===== config.mk =====
export PLATFORM = sky130hd
export DESIGN_NAME = vector_l2_normalizer
export DESIGN_NICKNAME = d
export VERILOG_FILES = /design/src/vln_pkg.sv /design/src/vln_front.sv /design/src/vln_queue.sv /design/src/vln_back.sv /design/src/vector_l2_normalizer.sv
export SDC_FILE = /design/constraint.sdc
export NUM_CORES = 2
export LEC_CHECK = 0
export BUFFER_PORTS_ARGS = -buffer_cell sky130_fd_sc_hd__clkbuf_2
export CAP_MARGIN = 20
export CORE_ASPECT_RATIO = 0.5
export CORE_MARGIN = 5
export CORE_UTILIZATION = 45
export CTS_BUF_LIST = sky130_fd_sc_hd__clkbuf_16
export CTS_CLUSTER_SIZE = 24
export DETAILED_ROUTE_END_ITERATION = 10
export GPL_TIMING_DRIVEN = 0
export PLACE_DENSITY_LB_ADDON = 0.15
export SYNTH_ARGS = -nofsm -noshare
export SYNTH_HDL_FRONTEND = slang
export SYNTH_HIERARCHICAL = 1
export SYNTH_SLANG_ARGS = --single-unit

===== constraint.sdc =====
create_clock -name clk_i -period 9.65 [get_ports clk_i]
set_input_delay 1.93 -clock clk_i [delete_from_list [all_inputs] [get_ports clk_i]]
set_output_delay 1.93 -clock clk_i [all_outputs]
set_load 0.005 [all_outputs]

===== src/vln_pkg.sv =====
// ----------------------------------------------------------------------------
// vln_pkg
// Shared constants, types and helpers of the L2 vector normaliser.
// ----------------------------------------------------------------------------
package vln_pkg;

  localparam int unsigned MAX_LENGTH  = 64;
  localparam int unsigned IDX_W       = $clog2(MAX_LENGTH);
  localparam int unsigned LEN_W       = 7;
  localparam int unsigned DATA_W      = 16;
  localparam int unsigned SQ_W        = 31;
  localparam int unsigned SUM_W       = 38;
  localparam int unsigned QUO_W       = 32;
  localparam int unsigned ROOT_W      = QUO_W / 2;
  localparam int unsigned SREM_W      = ROOT_W + 2;
  localparam int unsigned STEP_W      = $clog2(QUO_W);
  localparam int unsigned MAG_W       = DATA_W - 1;
  localparam int unsigned ADDR_W      = IDX_W + 1;
  localparam int unsigned QCNT_W      = 2;
  localparam int unsigned QUEUE_DEPTH = 2;

  localparam logic [LEN_W-1:0] LEN_RESET = LEN_W'(MAX_LENGTH);
  localparam logic [MAG_W-1:0] MAG_SAT   = '1;

  // one completed vector waiting for the back end
  typedef struct packed {
    logic             bank;
    logic [LEN_W-1:0] len;
    logic [SUM_W-1:0] sum;
  } desc_t;

  // element store write port
  typedef struct packed {
    logic              en;
    logic [ADDR_W-1:0] addr;
    logic [DATA_W-1:0] data;
  } mem_wr_t;

  typedef enum logic [2:0] {
    ST_IDLE,
    ST_READ,
    ST_SQUARE,
    ST_PREP,
    ST_DIV,
    ST_SQRT,
    ST_EMIT
  } back_state_e;

  // zero acts as one, anything above MAX_LENGTH as MAX_LENGTH
  function automatic logic [LEN_W-1:0] eff_length(input logic [LEN_W-1:0] cfg);
    logic [LEN_W-1:0] len;
    if (cfg == '0) begin
      len = LEN_W'(1);
    end else if (cfg > LEN_W'(MAX_LENGTH)) begin
      len = LEN_W'(MAX_LENGTH);
    end else begin
      len = cfg;
    end
    return len;
  endfunction

endpackage


===== src/vln_front.sv =====
// ----------------------------------------------------------------------------
// vln_front
// Accepts elements, writes them to the store and accumulates the sum of
// squares; hands each completed vector to the descriptor queue.
// ----------------------------------------------------------------------------
module vln_front (
  input  logic                               clk_i,
  input  logic                               rst_ni,
  input  logic                               cfg_we_i,
  input  logic [vln_pkg::LEN_W-1:0]          vector_length_i,
  input  logic                               in_valid_i,
  output logic                               in_stall_o,
  input  logic signed [vln_pkg::DATA_W-1:0]  element_value_i,
  input  logic [vln_pkg::QCNT_W-1:0]         q_count_i,
  output logic                               push_o,
  output vln_pkg::desc_t                     push_desc_o,
  output vln_pkg::mem_wr_t                   mem_wr_o
);

  logic [vln_pkg::LEN_W-1:0]  cfg_q;
  logic [vln_pkg::LEN_W-1:0]  len;
  logic [vln_pkg::IDX_W-1:0]  count_q, count_d;
  logic                       bank_q, bank_d;
  logic                       sq_valid_q;
  logic                       sq_last_q;
  logic                       sq_bank_q;
  logic [vln_pkg::LEN_W-1:0]  sq_len_q;
  logic [vln_pkg::SQ_W-1:0]   sq_q;
  logic [vln_pkg::SUM_W-1:0]  sum_q, sum_d;
  logic [vln_pkg::SUM_W-1:0]  sum_next;
  logic signed [2*vln_pkg::DATA_W-1:0] square;
  logic                       accept;
  logic                       is_last;

  assign len     = vln_pkg::eff_length(cfg_q);
  // both banks may be spoken for once a pending vector lands in the queue
  assign in_stall_o = (q_count_i == vln_pkg::QCNT_W'(vln_pkg::QUEUE_DEPTH)) ||
                      ((q_count_i == vln_pkg::QCNT_W'(1)) && sq_valid_q && sq_last_q);
  assign accept  = in_valid_i && !in_stall_o;
  assign is_last = ({1'b0, count_q} + vln_pkg::LEN_W'(1)) == len;
  assign square  = element_value_i * element_value_i;
  assign sum_next = sum_q + vln_pkg::SUM_W'(sq_q);

  assign mem_wr_o.en   = accept;
  assign mem_wr_o.addr = {bank_q, count_q};
  assign mem_wr_o.data = element_value_i;

  assign push_o           = sq_valid_q && sq_last_q;
  assign push_desc_o.bank = sq_bank_q;
  assign push_desc_o.len  = sq_len_q;
  assign push_desc_o.sum  = sum_next;

  always_comb begin
    count_d = count_q;
    bank_d  = bank_q;
    if (accept) begin
      if (is_last) begin
        count_d = '0;
        bank_d  = ~bank_q;
      end else begin
        count_d = count_q + vln_pkg::IDX_W'(1);
      end
    end
    if (cfg_we_i) begin
      count_d = '0;
    end
  end

  always_comb begin
    sum_d = sum_q;
    if (sq_valid_q) begin
      sum_d = sq_last_q ? '0 : sum_next;
    end
    if (cfg_we_i) begin
      sum_d = '0;
    end
  end

  always_ff @(posedge clk_i or negedge rst_ni) begin
    if (!rst_ni) begin
      cfg_q      <= vln_pkg::LEN_RESET;
      count_q    <= '0;
      bank_q     <= 1'b0;
      sum_q      <= '0;
      sq_valid_q <= 1'b0;
    end else begin
      if (cfg_we_i) begin
        cfg_q <= vector_length_i;
      end
      count_q    <= count_d;
      bank_q     <= bank_d;
      sum_q      <= sum_d;
      sq_valid_q <= accept && !cfg_we_i;
    end
  end

  // square stage payload
  always_ff @(posedge clk_i) begin
    if (accept) begin
      sq_q      <= square[vln_pkg::SQ_W-1:0];
      sq_last_q <= is_last;
      sq_bank_q <= bank_q;
      sq_len_q  <= len;
    end
  end

endmodule


===== src/vln_queue.sv =====
// ----------------------------------------------------------------------------
// vln_queue
// Two-entry descriptor queue between the front and the back end.
// ----------------------------------------------------------------------------
module vln_queue (
  input  logic                       clk_i,
  input  logic                       rst_ni,
  input  logic                       push_i,
  input  vln_pkg::desc_t             push_desc_i,
  input  logic                       pop_i,
  output logic                       head_valid_o,
  output vln_pkg::desc_t             head_o,
  output logic [vln_pkg::QCNT_W-1:0] count_o
);

  vln_pkg::desc_t                 entries_q [vln_pkg::QUEUE_DEPTH];
  logic                           wr_ptr_q;
  logic                           rd_ptr_q;
  logic [vln_pkg::QCNT_W-1:0]     count_q;

  assign head_valid_o = count_q != '0;
  assign head_o       = entries_q[rd_ptr_q];
  assign count_o      = count_q;

  always_ff @(posedge clk_i or negedge rst_ni) begin
    if (!rst_ni) begin
      wr_ptr_q <= 1'b0;
      rd_ptr_q <= 1'b0;
      count_q  <= '0;
    end else begin
      if (push_i) begin
        wr_ptr_q <= ~wr_ptr_q;
      end
      if (pop_i) begin
        rd_ptr_q <= ~rd_ptr_q;
      end
      case ({push_i, pop_i})
        2'b10:   count_q <= count_q + vln_pkg::QCNT_W'(1);
        2'b01:   count_q <= count_q - vln_pkg::QCNT_W'(1);
        default: count_q <= count_q;
      endcase
    end
  end

  always_ff @(posedge clk_i) begin
    if (push_i) begin
      entries_q[wr_ptr_q] <= push_desc_i;
    end
  end

endmodule


===== src/vln_back.sv =====
// ----------------------------------------------------------------------------
// vln_back
// Element store and normalising sequencer: per element a restoring divide of
// x^2 * 2^32 by the sum of squares, an integer square root, then rounding.
// ----------------------------------------------------------------------------
module vln_back (
  input  logic                               clk_i,
  input  logic                               rst_ni,
  input  vln_pkg::mem_wr_t                   mem_wr_i,
  input  logic                               head_valid_i,
  input  vln_pkg::desc_t                     head_i,
  output logic                               pop_o,
  output logic                               out_valid_o,
  input  logic                               out_stall_i,
  output logic signed [vln_pkg::DATA_W-1:0]  normalized_value_o,
  output logic                               last_element_o
);

  logic [vln_pkg::DATA_W-1:0]   store_q [2*vln_pkg::MAX_LENGTH];
  logic [vln_pkg::DATA_W-1:0]   rdata_q;

  vln_pkg::back_state_e         state_q, state_d;
  logic [vln_pkg::IDX_W-1:0]    k_q;
  logic [vln_pkg::STEP_W-1:0]   step_q;
  logic                         neg_q;
  logic [vln_pkg::SQ_W-1:0]     mag_sq_q;
  logic [vln_pkg::SUM_W-1:0]    rem_q;
  logic [vln_pkg::QUO_W-1:0]    quo_q;
  logic [vln_pkg::ROOT_W-1:0]   root_q;
  logic [vln_pkg::SREM_W-1:0]   srem_q;
  logic [vln_pkg::MAG_W-1:0]    res_q;

  logic                         out_valid_q;
  logic [vln_pkg::DATA_W-1:0]   out_value_q;
  logic                         out_last_q;

  logic                         is_last;
  logic                         slot_free;
  logic                         out_load;
  logic [vln_pkg::DATA_W-1:0]   mag;
  logic [2*vln_pkg::DATA_W-1:0] mag_sq;
  logic [vln_pkg::SUM_W:0]      rem2;
  logic                         div_ge;
  logic [vln_pkg::SUM_W:0]      div_sub;
  logic [vln_pkg::SREM_W:0]     srem2;
  logic [vln_pkg::SREM_W:0]     trial;
  logic                         sq_ge;
  logic [vln_pkg::SREM_W:0]     sq_sub;
  logic [vln_pkg::ROOT_W-1:0]   root_d;
  logic [vln_pkg::ROOT_W:0]     rounded;
  logic [vln_pkg::DATA_W-1:0]   signed_res;

  // element store: written by the front, read one element at a time here
  always_ff @(posedge clk_i) begin
    if (mem_wr_i.en) begin
      store_q[mem_wr_i.addr] <= mem_wr_i.data;
    end
    if (state_q == vln_pkg::ST_READ) begin
      rdata_q <= store_q[{head_i.bank, k_q}];
    end
  end

  assign is_last   = ({1'b0, k_q} + vln_pkg::LEN_W'(1)) == head_i.len;
  assign slot_free = !out_valid_q || !out_stall_i;

  assign mag    = rdata_q[vln_pkg::DATA_W-1] ? (~rdata_q + vln_pkg::DATA_W'(1)) : rdata_q;
  assign mag_sq = mag * mag;

  // one quotient bit per cycle; the remainder always stays below the sum
  assign rem2    = {rem_q, 1'b0};
  assign div_ge  = rem2 >= {1'b0, head_i.sum};
  assign div_sub = rem2 - {1'b0, head_i.sum};

  // one root bit per cycle, radicand consumed two bits at a time from the top
  assign srem2  = {srem_q[vln_pkg::ROOT_W:0], quo_q[vln_pkg::QUO_W-1 -: 2]};
  assign trial  = {1'b0, root_q, 2'b01};
  assign sq_ge  = srem2 >= trial;
  assign sq_sub = srem2 - trial;
  assign root_d = {root_q[vln_pkg::ROOT_W-2:0], sq_ge};

  // largest n with 2n-1 <= root, saturated to full scale
  assign rounded = {1'b0, root_d} + (vln_pkg::ROOT_W+1)'(1);

  assign signed_res = neg_q ? (~{1'b0, res_q} + vln_pkg::DATA_W'(1)) : {1'b0, res_q};

  // next state
  always_comb begin
    state_d = state_q;
    case (state_q)
      vln_pkg::ST_IDLE: begin
        if (head_valid_i) begin
          state_d = vln_pkg::ST_READ;
        end
      end
      vln_pkg::ST_READ:   state_d = vln_pkg::ST_SQUARE;
      vln_pkg::ST_SQUARE: state_d = vln_pkg::ST_PREP;
      vln_pkg::ST_PREP: begin
        if ((head_i.sum == '0) || (vln_pkg::SUM_W'(mag_sq_q) >= head_i.sum)) begin
          state_d = vln_pkg::ST_EMIT;
        end else begin
          state_d = vln_pkg::ST_DIV;
        end
      end
      vln_pkg::ST_DIV: begin
        if (step_q == '0) begin
          state_d = vln_pkg::ST_SQRT;
        end
      end
      vln_pkg::ST_SQRT: begin
        if (step_q == '0) begin
          state_d = vln_pkg::ST_EMIT;
        end
      end
      vln_pkg::ST_EMIT: begin
        if (slot_free) begin
          state_d = is_last ? vln_pkg::ST_IDLE : vln_pkg::ST_READ;
        end
      end
      default: state_d = vln_pkg::ST_IDLE;
    endcase
  end

  // outputs of the sequencer
  always_comb begin
    out_load = 1'b0;
    pop_o    = 1'b0;
    case (state_q)
      vln_pkg::ST_EMIT: begin
        out_load = slot_free;
        pop_o    = slot_free && is_last;
      end
      default: begin
        out_load = 1'b0;
        pop_o    = 1'b0;
      end
    endcase
  end

  always_ff @(posedge clk_i or negedge rst_ni) begin
    if (!rst_ni) begin
      state_q     <= vln_pkg::ST_IDLE;
      k_q         <= '0;
      out_valid_q <= 1'b0;
    end else begin
      state_q <= state_d;
      if (pop_o) begin
        k_q <= '0;
      end else if (out_load) begin
        k_q <= k_q + vln_pkg::IDX_W'(1);
      end
      if (out_load) begin
        out_valid_q <= 1'b1;
      end else if (!out_stall_i) begin
        out_valid_q <= 1'b0;
      end
    end
  end

  // arithmetic datapath
  always_ff @(posedge clk_i) begin
    case (state_q)
      vln_pkg::ST_SQUARE: begin
        neg_q    <= rdata_q[vln_pkg::DATA_W-1];
        mag_sq_q <= mag_sq[vln_pkg::SQ_W-1:0];
      end
      vln_pkg::ST_PREP: begin
        rem_q  <= vln_pkg::SUM_W'(mag_sq_q);
        quo_q  <= '0;
        step_q <= vln_pkg::STEP_W'(vln_pkg::QUO_W - 1);
        if (head_i.sum == '0) begin
          res_q <= '0;
        end else begin
          res_q <= vln_pkg::MAG_SAT;
        end
      end
      vln_pkg::ST_DIV: begin
        rem_q  <= div_ge ? div_sub[vln_pkg::SUM_W-1:0] : rem2[vln_pkg::SUM_W-1:0];
        quo_q  <= {quo_q[vln_pkg::QUO_W-2:0], div_ge};
        root_q <= '0;
        srem_q <= '0;
        if (step_q == '0) begin
          step_q <= vln_pkg::STEP_W'(vln_pkg::ROOT_W - 1);
        end else begin
          step_q <= step_q - vln_pkg::STEP_W'(1);
        end
      end
      vln_pkg::ST_SQRT: begin
        srem_q <= sq_ge ? sq_sub[vln_pkg::SREM_W-1:0] : srem2[vln_pkg::SREM_W-1:0];
        quo_q  <= {quo_q[vln_pkg::QUO_W-3:0], 2'b00};
        root_q <= root_d;
        step_q <= step_q - vln_pkg::STEP_W'(1);
        if (rounded[vln_pkg::ROOT_W]) begin
          res_q <= vln_pkg::MAG_SAT;
        end else begin
          res_q <= rounded[vln_pkg::MAG_W:1];
        end
      end
      default: begin
        step_q <= step_q;
      end
    endcase
  end

  always_ff @(posedge clk_i) begin
    if (out_load) begin
      out_value_q <= signed_res;
      out_last_q  <= is_last;
    end
  end

  assign out_valid_o        = out_valid_q;
  assign normalized_value_o = out_value_q;
  assign last_element_o     = out_last_q;

endmodule


===== src/vector_l2_normalizer.sv =====
// ----------------------------------------------------------------------------
// vector_l2_normalizer
// L2 normalisation of a vector: Q4.12 elements in, Q1.15 elements out.
// ----------------------------------------------------------------------------
// Input channel: one element per request on in_valid_i / in_stall_o. After
// vector_length elements (0 acts as 1, above 64 as 64) the vector is closed
// and handed to the back end; a write on cfg_we_i drops any partial vector.
// While in_stall_o is low the front takes one element per cycle into one of
// two store banks, so a second vector can be loaded while the first is being
// emitted; in_stall_o rises only while both banks hold vectors being emitted.
// Output channel: every element of a closed vector, in order, scaled by the
// reciprocal of the vector norm and saturated to +/-32767, with
// last_element_o on the final one. An all-zero vector gives zeros.
// Each result goes through store read, square, a 32-step restoring divide
// and a 16-step integer square root, one element at a time; the divide and
// the root are skipped when the sum is zero or the element holds all of it.
// The output register holds its request while out_stall_i is high; the back
// end computes the next element meanwhile and waits to load it.
// Reset clears the length to 64, empties the queue and drops all requests.
// ----------------------------------------------------------------------------
module vector_l2_normalizer (
  input  logic                               clk_i,
  input  logic                               rst_ni,
  input  logic                               cfg_we_i,
  input  logic [vln_pkg::LEN_W-1:0]          vector_length_i,
  input  logic                               in_valid_i,
  output logic                               in_stall_o,
  input  logic signed [vln_pkg::DATA_W-1:0]  element_value_i,
  output logic                               out_valid_o,
  input  logic                               out_stall_i,
  output logic signed [vln_pkg::DATA_W-1:0]  normalized_value_o,
  output logic                               last_element_o
);

  logic                       push;
  vln_pkg::desc_t             push_desc;
  logic                       pop;
  logic                       head_valid;
  vln_pkg::desc_t             head;
  logic [vln_pkg::QCNT_W-1:0] q_count;
  vln_pkg::mem_wr_t           mem_wr;

  vln_front u_front (
    .clk_i           (clk_i),
    .rst_ni          (rst_ni),
    .cfg_we_i        (cfg_we_i),
    .vector_length_i (vector_length_i),
    .in_valid_i      (in_valid_i),
    .in_stall_o      (in_stall_o),
    .element_value_i (element_value_i),
    .q_count_i       (q_count),
    .push_o          (push),
    .push_desc_o     (push_desc),
    .mem_wr_o        (mem_wr)
  );

  vln_queue u_queue (
    .clk_i        (clk_i),
    .rst_ni       (rst_ni),
    .push_i       (push),
    .push_desc_i  (push_desc),
    .pop_i        (pop),
    .head_valid_o (head_valid),
    .head_o       (head),
    .count_o      (q_count)
  );

  vln_back u_back (
    .clk_i              (clk_i),
    .rst_ni             (rst_ni),
    .mem_wr_i           (mem_wr),
    .head_valid_i       (head_valid),
    .head_i             (head),
    .pop_o              (pop),
    .out_valid_o        (out_valid_o),
    .out_stall_i        (out_stall_i),
    .normalized_value_o (normalized_value_o),
    .last_element_o     (last_element_o)
  );

endmodule


# == Word-level counts from Yosys, hierarchy flattened ==
# Memory sizes are Yosys's and may differ from the RTL's. A register that Yosys moved wholly into a read port is not among the register bits.
# Cells that the tools add are included.
# word_totals
reg_bits,279
ram_bits,2140
input_bits,28
output_inout_bits,19
wordCells,136
n_memories,2
# memory_table
name,words,word_bits,rd,rd_ports_with_merged_regs,wr,line_no,rtl
u_back.store_q,128,16,1,1,1,vln_back.sv:19,logic [vln_pkg::DATA_W-1:0] store_q [2*vln_pkg::MAX_LENGTH];
u_queue.entries_q,2,46,1,0,1,vln_queue.sv:16,vln_pkg::desc_t entries_q [vln_pkg::QUEUE_DEPTH];
# op_classes
add_sub_neg,13
mul,2
order_cmp,4
n_eq_ne,17
mux,39
bitwise,5
reduce_logical,28
# ops
operator,n
38-bit 2-to-1 mux,4
32-bit case mux with 3 select lines,1
38-bit case mux with 2 select lines,1
16-bit by 16-bit multiplier with 31-bit output,2
15-bit 2-to-1 mux,3
39-bit by 38-bit >= comparator with 1-bit output,1
38-bit by 31-bit adder with 38-bit output,1
31-bit by 38-bit >= comparator with 1-bit output,1
38-bit logical NOT,1
38-bit subtractor,1
17-bit case mux with 2 select lines,1
16-bit by 1-bit adder with 16-bit output (second input constant),2
16-bit case mux with 2 select lines,1
6-bit 2-to-1 mux,5
15-bit case mux with 2 select lines,1
3-bit case mux with 7 select lines,1
19-bit by 18-bit >= comparator with 1-bit output,1
16-bit by 1-bit adder with 17-bit output (second input constant),1
17-bit 2-to-1 mux,1
17-bit subtractor,1
16-bit 2-to-1 mux,1
15-bit NOT with 16-bit output,1
16-bit NOT,1
2-bit nonzero test,8
other kinds (31),66

# == Depth between registers and ports, before layout ==
# depth
depth_word,8
mapped_depth,31
depth_no_buf,30

# == By module ==
# Netlist, hierarchy kept.
# by_module_without_submodules
module,n_inst,cells_each,area_per_inst_um2
vln_back,1,5134,97703.7
vln_front,1,1422,13802.0
vln_queue,1,158,3623.5

# == Worst setup path before layout ==
# OpenSTA, ideal clock, no wires.
# synth_path
path_kind,in2reg
start,in element_value_i[1] in the netlist's numbering
end,"reg u_front/sq_q[28] in the netlist's numbering, data pin"
arrival_time_ps,7942
t_required_ps,9392
setup_slack_ps,1450
stages,23
path_buffers,2
path_cell_list,clkbuf_1 > clkbuf_1 > and2_1 > fa_1 > inv_1 > fa_1 > fa_1 > fa_1 > inv_1 > fa_1 > inv_1 > fa_1 > inv_1 > ha_1 > a21o_1 > a221o_1 > a221oi_1 > o21ai_0 > a2111oi_0 > nor3_1 > a41oi_1 > nor2b_1 > xnor2_1
# synth_via
elab_chain_len,1
# synth_rtl
item,line_no,rtl
start: declaration,vector_l2_normalizer.sv:28,"input logic signed [vln_pkg::DATA_W-1:0] element_value_i,"
16-bit by 16-bit multiplier with 31-bit output,vln_front.sv:41,assign square = element_value_i * element_value_i;
via u_front.square (one bit),vln_front.sv:31,logic signed [2*vln_pkg::DATA_W-1:0] square;
end signal: assignment,vln_front.sv:100,sq_q <= square[vln_pkg::SQ_W-1:0];
end: declaration,vln_front.sv:28,logic [vln_pkg::SQ_W-1:0] sq_q;
# The timed path passes the listed nets, and every way through them passes these cells.
# A chain may end at the register's enable or synchronous reset.

# == Worst setup path after layout ==
# layout_path
start,reg u_back/rdata_q[0] in the netlist's numbering (read register of u_back.store_q)
end,"reg u_back/mag_sq_q[30] in the netlist's numbering, data pin"
# layout_via
elab_chain_len,4
# layout_rtl
item,line_no,rtl
start: declaration,vln_back.sv:20,logic [vln_pkg::DATA_W-1:0] rdata_q;
16-bit NOT,vln_back.sv:66,assign mag = rdata_q[vln_pkg::DATA_W-1] ? (~rdata_q + vln_pkg::DATA_W'(1)) : rdata_q;
16-bit by 1-bit adder with 16-bit output,vln_back.sv:66,
16-bit 2-to-1 mux (*),vln_back.sv:66,
16-bit by 16-bit multiplier with 31-bit output (*),vln_back.sv:67,assign mag_sq = mag * mag;
via u_back.mag_sq (one bit),vln_back.sv:41,logic [2*vln_pkg::DATA_W-1:0] mag_sq;
end signal: assignment,vln_back.sv:164,mag_sq_q <= mag_sq[vln_pkg::SQ_W-1:0];
end: declaration,vln_back.sv:26,logic [vln_pkg::SQ_W-1:0] mag_sq_q;
# The timed path passes the listed nets; every way through them passes the cells marked *.

==> impl_metrics.env <==
export IMPL_p_leak_nw=45.0
export IMPL_wirelength_um=298000
export IMPL_syn_area_sq_um=115000
export IMPL_drt_iter0_markers=6380
export IMPL_async_flop_share_pct=2.75
export IMPL_ff2ff_path_depth=29
export IMPL_finalHoldViolCount=0
export IMPL_yosysSeqAreaShare_pct=63.2
export IMPL_gp_congestion=0.887
export IMPL_drive_gt1_share_pct=20.5
export IMPL_postCtsHoldBufs=0
export IMPL_hold_path_startpoint="u_front/sq_len_q[5]"
export IMPL_start_kind="register"
export IMPL_die_h_um=368
export IMPL_slowest_stage="fa_1"
export IMPL_holdCritPathClass="register to register"
export IMPL_insertion_delay_ns=0.91
export IMPL_tightest_slew_ns=1.22
export IMPL_cap_violations=0
export IMPL_grt_util_all_layers_pct=22.3
export IMPL_syn_inst=6714
export IMPL_numCtsBuffers=220
export IMPL_max_clock_freq_mhz=111
export IMPL_die_area_sq_um=267000
export IMPL_max_stage_delay_ns=0.55
export IMPL_worstHoldPathCells=0
export IMPL_power_w=0.0280
export IMPL_finalSetupViolCount=0
export IMPL_grt_overflow=0
export IMPL_intPower_w=0.0199
export IMPL_grt_pass1_vias=61718
export IMPL_postCtsSetupBuffers=0
export IMPL_power_per_cell_area_nw_per_um2=216
export IMPL_clk_pin_slew_ns=0.06
export IMPL_fin_crit_sh_pct=93.7
export IMPL_rsz0062_at_grt="false"
export IMPL_path_buf_inv=8
export IMPL_area_growth_syn_to_layout_pct=12.5
export IMPL_p_switching_w=0.00810
export IMPL_ys_flop_type="edfxtp_1"
export IMPL_via_count=61852
export IMPL_antenna_found_initial=20
export IMPL_dp_hpwl_um=211000
export IMPL_crit_path_frequent_cell="fa_1"
export IMPL_drt_pass1_iterations=6
export IMPL_core_area_sq_um=255000
export IMPL_grt_max_degree=103
export IMPL_routedWlPerCell_um=27.8
export IMPL_status="completed"
export IMPL_chipWidth_um=725
export IMPL_pwr_share_comb_pct=24.9
export IMPL_vdd_drop_max_mv=0.410
export IMPL_drc=0
export IMPL_cp_max_fo=10
export IMPL_nNetsFinal=7851
export IMPL_relSlewSlack_pct=17.9
export IMPL_cts_sinks=2433
export IMPL_final_common_cell="edfxtp_1"
export IMPL_power_share_sequential_pct=44.2
export IMPL_switching_share_pct=28.9
export IMPL_ys_types=86
export IMPL_antenna_left=0
export IMPL_r2r_end="u_back/mag_sq_q[30]"
export IMPL_r2r_slack_ns=0.61
export IMPL_r2r_start="u_back/rdata_q[0]"
export IMPL_place_port_buffers=44
export IMPL_hold_path_end="u_queue/entries_q[1][43]"
export IMPL_skew_ns=0.0951
export IMPL_vias_per_cell=5.78
export IMPL_cts_tree="done"
export IMPL_grt_pass1_wl_um=434000
export IMPL_p_clk_share_pct=30.9
export IMPL_stdcell_area_sq_um=130000
export IMPL_cts_root_buffer="clkbuf_16"
export IMPL_layout_common_cells="edfxtp_1, inv_1, mux4_2"
export IMPL_min_period_ns=9.04
export IMPL_yosysWarnings=6
export IMPL_htree_levels=4
export IMPL_synth_edf_count=2366
export IMPL_synth_ff_latch_count=2433
export IMPL_crit_family="adder cells"
export IMPL_critPathArrivalTime_ns=9.56
export IMPL_slew_viol_final=0
export IMPL_clk_path_buf_depth=4
export IMPL_critical_path_class="register to register"
export IMPL_rows=131
export IMPL_place_area_sq_um=122000
export IMPL_pin_count=47
export IMPL_syn_avg_cell_area_sq_um=17.1
export IMPL_endpoint_kind="register"
export IMPL_initial_core_util_pct=45.2
export IMPL_required_ns=10.17
cells in the mapped netlist (all sizes together) (6+ instances only):
master | instances | share of area (%)
xnor2 | 143 | 1.1
nor3b | 7 | 0.050
o22ai | 7 | 0.038
clkbuf | 175 | 0.57
nor4 | 20 | 0.11
o31ai | 16 | 0.11
or3 | 19 | 0.11
nor2b | 32 | 0.17
a211oi | 20 | 0.13
edfxtp | 2366 | 62
a21oi | 148 | 0.65
xor2 | 68 | 0.52
or2 | 6 | 0.035
a21boi | 9 | 0.059
o211ai | 12 | 0.078
and2 | 54 | 0.29
a31oi | 17 | 0.11
fa | 395 | 6.9
mux4 | 672 | 13
and3 | 19 | 0.10
a2111oi | 7 | 0.071
o21bai | 17 | 0.11
nand2b | 31 | 0.17
a22o | 33 | 0.25
inv | 659 | 2.1
dfrtp | 66 | 1.4
nand4 | 28 | 0.15
clkinv | 6 | 0.020
mux2i | 55 | 0.48
mux2 | 72 | 0.80
o41ai | 6 | 0.046
nor3 | 48 | 0.21
nand3 | 86 | 0.38
a21o | 61 | 0.40
a41oi | 6 | 0.046
nor2 | 380 | 1.2
buf | 111 | 0.55
ha | 298 | 3.2
nand2 | 315 | 1.0
o21a | 22 | 0.14
o21ai | 138 | 0.61
flip-flops by register name, indices dropped and copies added, names as in the netlist, 5 cells and up:
| signal | flops |
|---|---|
| u_front/sum_q | 38 |
| u_back/step_q | 5 |
| u_back/rdata_q | 16 |
| u_back/root_q | 16 |
| u_front/cfg_q | 7 |
| u_back/srem_q | 17 |
| u_back/store_q | 2048 |
| u_back/k_q | 6 |
| u_back/normalized_value_o | 16 |
| u_back/rem_q | 38 |
| u_queue/entries_q | 92 |
| u_front/sq_len_q | 7 |
| u_back/res_q | 15 |
| u_back/mag_sq_q | 30 |
| u_front/sq_q | 30 |
| u_back/quo_q | 32 |
| u_front/count_q | 6 |
per-stage QoR:
stage / worst slack [ns] / instances / utilization [%] / setup TNS [ns] / hold WS (ns)
5_1_grt: 0.114 / 10693 / 50.8 / 0 / 0.458
2_1_floorplan: 1.45 / 6723 / - / 0 / 0.421
3_3_place_gp: 0.0463 / 10158 / 47.0 / 0 / 0.426
6_report: 0.612 / 10695 / 50.8 / 0 / 0.439
3_5_place_dp: -0.0320 / 10295 / 48.1 / -0.0632 / 0.430
4_1_cts: 0.0138 / 10689 / 50.8 / 0 / 0.439
layer usage:
layer,up-vias,share of wire (%),GRT usage (%)
met5,-,0.0091,0
li1,26313,-,-
met3,393,7.7,3.81
met2,2254,46,34.6
met1,32888,44,33.0
met4,4,2.5,5.17
worst register-to-register path: cells and delay by family, from the launching register on:
kind | cells | cell delay [ns]
fa+ha+maj | 8 | 3.71
flops | 1 | 0.54
buf+inv | 8 | 1.56
compound gates | 6 | 1.20
xor+xnor | 2 | 0.61
simple gates | 5 | 1.11
how the worst max path moves through the flow:
stage | endpoint | cells past startpoint | startpoint
4_1_cts | u_back/mag_sq_q[30] | 28 | u_back/rdata_q[0]
6_report | u_back/mag_sq_q[30] | 29 | u_back/rdata_q[0]
3_5_place_dp | u_front/sq_q[30] | 23 | element_value_i[6]
3_3_place_gp | u_front/sq_q[30] | 25 | element_value_i[9]
5_1_grt | u_back/mag_sq_q[29] | 28 | u_back/rdata_q[0]
2_1_floorplan | u_front/sq_q[28] | 23 | element_value_i[1]
area by class of cell:
cell class / count / area, sq um
Antenna cell: 2 / 5.00
Buffer: 286 / 1350
Clock buffer: 224 / 5610
Clock inverter: 170 / 1370
Fill cell: 20810 / 125000
Inverter: 665 / 2500
Multi-Input combinational cell: 3339 / 39100
Sequential cell: 2433 / 72700
Tap cell: 3391 / 4240
Timing Repair Buffer: 185 / 2640
power by group through the flow:
stage	Sequential, W	Clock, W	Combinational [W]
3_3_place_gp	0.0126	0	0.00694
6_report	0.0124	0.00866	0.00696
3_5_place_dp	0.0126	0	0.00700
4_1_cts	0.0124	0.00886	0.00704
2_1_floorplan	0.0125	0	0.00535
5_1_grt	0.0124	0.00930	0.00795
repair_timing:
action                                  4_1_cts  5_1_grt
pin swaps                                     0        0
gates cloned                                  0        0
resized for setup                             1        8
endpoints found under the setup margin        1        6
cells by family after synthesis:
group	count (synthesis)	share of synthesized area, %
DFF	2433	63.2
adders and majority gates	693	10.1
AOI/OAI and AO/OA	562	3.21
and+or+nand+nor	1063	4.18
xor gates and xnor gates	211	1.61
other	2	0.00652
buffers and inverters	951	3.30
muxes	799	14.4
(Power assumes the default switching activity.)
